## src/sv/vchs_pkg.sv

```systemverilog
package vchs_pkg;

  // default physical table depth, log2
  localparam int MAX_SLOTS_LOG2_DEF = 12;

  localparam logic [3:0] TABLE_LOG2_RESET = 4'd12;
  localparam logic [4:0] TABLE_LOG2_MIN   = 5'd4;

  localparam int KEY_W  = 16;
  localparam int HASH_W = 32;
  // slot word: occupied bit over {z, y, x}
  localparam int SLOT_W = 3 * KEY_W + 1;

  localparam logic [HASH_W-1:0] PRIME_X = 32'd73856093;
  localparam logic [HASH_W-1:0] PRIME_Y = 32'd19349663;
  localparam logic [HASH_W-1:0] PRIME_Z = 32'd83492791;

  localparam logic [1:0] FUNC_CLEAR  = 2'd0;
  localparam logic [1:0] FUNC_INSERT = 2'd1;
  localparam logic [1:0] FUNC_QUERY  = 2'd2;

  typedef enum logic [1:0] {
    AXIS_X,
    AXIS_Y,
    AXIS_Z
  } axis_t;

  typedef enum logic [3:0] {
    ST_INIT,
    ST_IDLE,
    ST_HASH_X,
    ST_HASH_Y,
    ST_HASH_Z,
    ST_SEED,
    ST_READ,
    ST_COMPARE,
    ST_CLEAR,
    ST_RESP
  } state_t;

  typedef struct packed {
    logic  capture;
    logic  hash_en;
    axis_t hash_axis;
    logic  probe_start;
    logic  rd_en;
    logic  step;
    logic  wr_key;
    logic  sweep_en;
    logic  set_found;
    logic  set_full;
    logic  load_out;
  } ctrl_cmd_t;

  typedef struct packed {
    logic [1:0] func;
    logic       solid;
    logic       slot_empty;
    logic       slot_match;
    logic       probe_last;
    logic       sweep_last;
    logic       out_free;
  } dp_status_t;

endpackage

```

## src/sv/vchs_ctrl.sv

```systemverilog
module vchs_ctrl (
  input  logic                 clk,
  input  logic                 rst,
  input  logic                 in_valid,
  output logic                 in_stall,
  input  vchs_pkg::dp_status_t status,
  output vchs_pkg::ctrl_cmd_t  cmd
);

  vchs_pkg::state_t state, state_next;

  always_ff @(posedge clk) begin
    if (rst) begin
      state <= vchs_pkg::ST_INIT;
    end else begin
      state <= state_next;
    end
  end

  always_comb begin
    state_next = state;
    cmd        = '0;
    cmd.hash_axis = vchs_pkg::AXIS_X;
    in_stall   = (state != vchs_pkg::ST_IDLE);
    unique case (state)
      vchs_pkg::ST_INIT: begin
        cmd.sweep_en = 1'b1;
        if (status.sweep_last) begin
          state_next = vchs_pkg::ST_IDLE;
        end
      end
      vchs_pkg::ST_IDLE: begin
        if (in_valid) begin
          cmd.capture = 1'b1;
          unique case (status.func)
            vchs_pkg::FUNC_CLEAR:  state_next = vchs_pkg::ST_CLEAR;
            vchs_pkg::FUNC_INSERT: state_next = status.solid ? vchs_pkg::ST_HASH_X
                                                             : vchs_pkg::ST_RESP;
            vchs_pkg::FUNC_QUERY:  state_next = vchs_pkg::ST_HASH_X;
            default:               state_next = vchs_pkg::ST_RESP;
          endcase
        end
      end
      vchs_pkg::ST_HASH_X: begin
        cmd.hash_en   = 1'b1;
        cmd.hash_axis = vchs_pkg::AXIS_X;
        state_next    = vchs_pkg::ST_HASH_Y;
      end
      vchs_pkg::ST_HASH_Y: begin
        cmd.hash_en   = 1'b1;
        cmd.hash_axis = vchs_pkg::AXIS_Y;
        state_next    = vchs_pkg::ST_HASH_Z;
      end
      vchs_pkg::ST_HASH_Z: begin
        cmd.hash_en   = 1'b1;
        cmd.hash_axis = vchs_pkg::AXIS_Z;
        state_next    = vchs_pkg::ST_SEED;
      end
      vchs_pkg::ST_SEED: begin
        cmd.probe_start = 1'b1;
        state_next      = vchs_pkg::ST_READ;
      end
      vchs_pkg::ST_READ: begin
        cmd.rd_en  = 1'b1;
        state_next = vchs_pkg::ST_COMPARE;
      end
      vchs_pkg::ST_COMPARE: begin
        priority if (status.slot_empty) begin
          cmd.wr_key = (status.func == vchs_pkg::FUNC_INSERT);
          state_next = vchs_pkg::ST_RESP;
        end else if (status.slot_match) begin
          cmd.set_found = 1'b1;
          state_next    = vchs_pkg::ST_RESP;
        end else if (status.probe_last) begin
          cmd.set_full = (status.func == vchs_pkg::FUNC_INSERT);
          state_next   = vchs_pkg::ST_RESP;
        end else begin
          cmd.step   = 1'b1;
          state_next = vchs_pkg::ST_READ;
        end
      end
      vchs_pkg::ST_CLEAR: begin
        cmd.sweep_en = 1'b1;
        if (status.sweep_last) begin
          state_next = vchs_pkg::ST_RESP;
        end
      end
      vchs_pkg::ST_RESP: begin
        if (status.out_free) begin
          cmd.load_out = 1'b1;
          state_next   = vchs_pkg::ST_IDLE;
        end
      end
      default: begin
        state_next = vchs_pkg::ST_IDLE;
      end
    endcase
  end

endmodule

```

## config.mk

```make
export PLATFORM = sky130hd
export DESIGN_NAME = vchs_ctrl
export DESIGN_NICKNAME = d
export VERILOG_FILES = /design/src/sv/vchs_pkg.sv /design/src/sv/vchs_ctrl.sv
export SDC_FILE = /design/constraint.sdc
export NUM_CORES = 1
export LEC_CHECK = 0
export ABC_AREA = 1
export ABC_CLOCK_PERIOD_IN_PS = 2700
export BUFFER_PORTS_ARGS = -buffer_cell sky130_fd_sc_hd__buf_2
export CAP_MARGIN = 30
export CORE_AREA = 2 2 39 41
export DETAILED_ROUTE_END_ITERATION = 16
export DIE_AREA = 0 0 41 43
export PLACE_DENSITY_LB_ADDON = 0.25
export SYNTH_ARGS = -nofsm -noshare
export SYNTH_HDL_FRONTEND = slang
export SYNTH_SLANG_ARGS = --single-unit
```

## constraint.sdc

```tcl
create_clock -name clk -period 2.7 [get_ports clk]
set_clock_uncertainty 0.05 [all_clocks]
set_input_delay 0.405 -clock clk [delete_from_list [all_inputs] [get_ports clk]]
set_output_delay 0.405 -clock clk [all_outputs]
set_load 0.05 [all_outputs]
```

# == Yosys cells after proc, flatten, opt, wreduce, memory -nomap -nowiden ==
# Cells that the tools add are included.
# totals
input_bits,11
mem_count,0
latchBits,0
word_cells,49
ramBits,0
output_inout_bits,13
regBits,4
romBits,0
# classes
n_eq_ne,16
addsub,0
reduce_logical,4
n_div,0
mul,0
magnitude_cmp,0
mux,28
bitwise_logic,0
shifts,0
# op_table
cell,count
4-bit one-hot mux with 10 select lines,1
4-bit two-way mux,8
"4-bit by 3-bit equality test with 1-bit output, second input constant",4
1-bit two-way mux,14
4-bit one-hot mux with 3 select lines,1
3-bit one-hot mux with 3 select lines,1
"4-bit by 2-bit equality test with 1-bit output, second input constant",2
"4-bit equality test, second input constant",2
"2-bit != test, second input constant",4
2-bit two-way mux,3
"4-bit by 1-bit equality test with 1-bit output, second input constant",1
4-bit logical NOT,1
"4-bit by 1-bit != test with 1-bit output, second input constant",1
4-bit AND reduction,1
"2-bit by 1-bit equality test with 1-bit output, second input constant",1
"2-bit equality test, second input constant",1
2-bit logical NOT,1
2-bit OR reduction,1

# == Depth between registers and ports, before layout ==
# depth
ltp_word,5
ltp_mapped,9
mapped_depth_nobuf,9

# == Worst setup path after synthesis ==
# Ideal clock, no wire load.
# synth_timing
path_type,register to output
from,register state[3]
to,output cmd[0] in the netlist's numbering
slack_ns,0.215
t_required_ns,2.245
path_buffers,0
arrival_ns,2.030
path_stages_with_launch,3
path_cell_list,dfxtp_1 > inv_1 > nor4_1
# synth_rtl
element,line_no,text
"start, declared",vchs_ctrl.sv:10,"vchs_pkg::state_t state, state_next;"
"start signal, assigned",vchs_ctrl.sv:14,state <= vchs_pkg::ST_INIT;
"start signal, assigned",vchs_ctrl.sv:16,state <= state_next;
"end, declared",vchs_ctrl.sv:7,output vchs_pkg::ctrl_cmd_t cmd

==> qor.txt <==
maximum vdd drop: 0.000200 V
Netlist cell types: 20
GR Util All Layers: 17.3%
drt initial violations: 15
crit path launch type: register
P_int: 0.155 mW
worst path cell trace: nor2_1 -> nand2_1 -> o21ai_0 -> or2_1 -> buf_2
MaxCap Viol Count: 0
DR WL/cell: 9.50 µm
commonest non-fill, non-tap cell in the layout: buf_2
antenna-violating nets left: 0
Max stage delay cell, worst path: dfxtp_1
Fill cells: 153
largest registers: state x4
Worst Hold Slack: 0.317 ns
Netlist Area Pre-Place: 463 µm²
unrepaired setup endpoints after global routing: no
clock sink total: 4
fraction of registers with async set or reset after synthesis: 0%
Leakage: 0.392 nW
commonest non-fill, non-tap cells in the layout: buf_2, nand2_1, nor2_1, inv_1, nand3_1
R2R Setup Slk: 1.39 ns
DRC: 0
# diodes: 0
worst r2r src: state[1]
Num CTS Buffers: 3
setup TNS: 0 ns
Finished Core Util: 44.8%
placed inst area: 598 µm²
Synth Net Count: 95
Crit path max-delay family: simple AND/OR/NAND/NOR gates
Fmax: 512 MHz
detailed-route via count: 571
Die ar.: 1760 µm²
flops & latches, synth: 4
Die Ht: 43 µm
Final setup viols: 0
Area Growth Syn to Fin: 34.1%
Sw Share: 46.4%
Crit Path Class: reg2out
# nets final: 123
sequential share of power: 26.1%
Most used DFF post-synth: dfxtp_1
first-pass GRT wire length: 2100 µm
Setup crit end kind: primary output
clock power share: 25.3%
Worst Hold Endpoint: state[1]
clock-pin slew on the worst setup and hold paths: 0.04 ns
cell row count: 14
Post-Route WL: 1200 µm
crit path buf inv count: 1
capturing point of the worst reg2reg path: state[2]
hold-fix buffers at CTS: 0
H-tree levels: 1
number of synthesized flops with an enable pin: 0
worst-margin pin slew: 0.307 ns
Worst Hold Path Cells: 2
vias in the first global route: 530
R2R depth: 7
min-delay src: rst
most flop-heavy register: state
Initial Util: 33.5%
Worst EP required: 2.25 ns
HP Class: in2reg
max reg flops: 4
WP data arrival: 1.50 ns
drt first pass iters: 4
Logic pwr share: 48.6%
Top-Level Pins: 24
Die Width: 41 µm
dpl ws: 0.995 ns
ratio of cells with drive above 1 in the final layout: 37.3%
critical-path maximum fanout: 6
area of the multi-input gates: 327 µm²
cells after synthesis: 84
Syn Area/Cell: 5.51 µm²
Max-slew headroom: 79.5%
clock buffer depth: 2
cts repair resizes: 0
gpl congestion: 0.845
NetSw: 0.135 mW
Slew Limit Fails: 0
core region area: 1380 µm²
CTS tree: done
Setup Buffers After CTS: 0
pin count of the biggest net entering global routing: 7
PwrDens: 467 nW/µm²
clock root cell: clkbuf_4
Period minus WS final: 1.95 ns
final design area excluding fillers: 621 µm²
port bufs: 23
initial antenna violation count: 0
final period utilization: 72.3%
Seq/Total Area, Yosys: 17.3%
Fin. Hold Viols: 0
outcome: finished, final reports clean
clk_lat worst skew: 0.23 ns
Ys Warns: 0
final worst-path setup slack: 0.747 ns
Sequential Area: 80.1 µm²
Crit path largest cell delay: 0.36 ns
placed wire-length estimate: 1040 µm
total congestion overflow: 0
vias per cell: 4.53
==> logic make-up (layout without fill, tap and decap cells) <==
logic type / Yosys count / in the layout / share of synthesized area [%]
AO/OA/AOI/OAI: 6 / 6 / 6.48
buffers and inverters: 15 / 41 / 12.2
flip-flops: 4 / 4 / 17.3
AND/OR/NAND/NOR: 59 / 59 / 64.1
==> area by class of cell <==
| type | count | share of cell area, % |
|---|---|---|
| Tap cell | 16 | 3.23 |
| Multi-Input combinational cell | 65 | 52.6 |
| Inverter | 15 | 9.07 |
| Timing Repair Buffer | 23 | 18.5 |
| Clock buffer | 3 | 3.63 |
| Sequential cell | 4 | 12.9 |
==> synthesized netlist by cell type (2+ instances only) <==
library cell  number  area [µm²]
nand3_1            5        25.0
nand2_1           21        78.8
nor2_2             3        18.8
inv_1             11        41.3
inv_2              4        15.0
o21ai_0            2        10.0
a21oi_1            3        15.0
dfxtp_1            4        80.1
nor2_4             3        33.8
nor2_1            15        56.3
nor3_1             4        20.0
==> power groups by stage <==
stage / registers (mW) / logic, mW / clock network [mW]
finish: 0.0755 / 0.141 / 0.0734
global placement: 0.0758 / 0.142 / 0
detailed placement: 0.0763 / 0.141 / 0
CTS: 0.0754 / 0.142 / 0.0756
floorplan: 0.0745 / 0.110 / 0
global route: 0.0767 / 0.155 / 0.0816
==> layer usage <==
metal | up-vias | part of all wire, % | global-route usage [%]
met5 | - | 0 | 0
met4 | 0 | 0 | 6.00
li1 | 316 | - | -
met1 | 246 | 46 | 22.1
met2 | 9 | 51 | 26.6
met3 | 0 | 2.9 | 4.71
==> metrics by stage <==
stage               cells  total power [mW]
floorplan              84             0.184
global placement      123             0.218
detailed placement    123             0.218
CTS                   126             0.293
global route          126             0.313
finish                126             0.290
==> worst max-delay path by stage <==
| stage | startpoint | endpoint | slack (ns) | cells after the start |
|---|---|---|---|---|
| 6_report | state[0] | cmd[10] | 0.75 | 5 |
| 5_1_grt | state[0] | cmd[10] | 0.65 | 5 |
| 4_1_cts | state[0] | cmd[10] | 0.74 | 5 |
| 3_5_place_dp | state[0] | cmd[10] | 0.99 | 5 |
| 3_3_place_gp | state[0] | cmd[10] | 1.03 | 5 |
| 2_1_floorplan | state[3] | cmd[0] | 0.22 | 2 |
==> worst register-to-register path: cells and delay by family, from the launching register on <==
kind | cells | cell delay [ns]
DFF | 1 | 0.46
AOI/OAI and AO/OA | 2 | 0.27
and+or+nand+nor | 2 | 0.22
buffers and inverters | 3 | 0.18
Note: power is estimated with default switching activity, not from simulation.
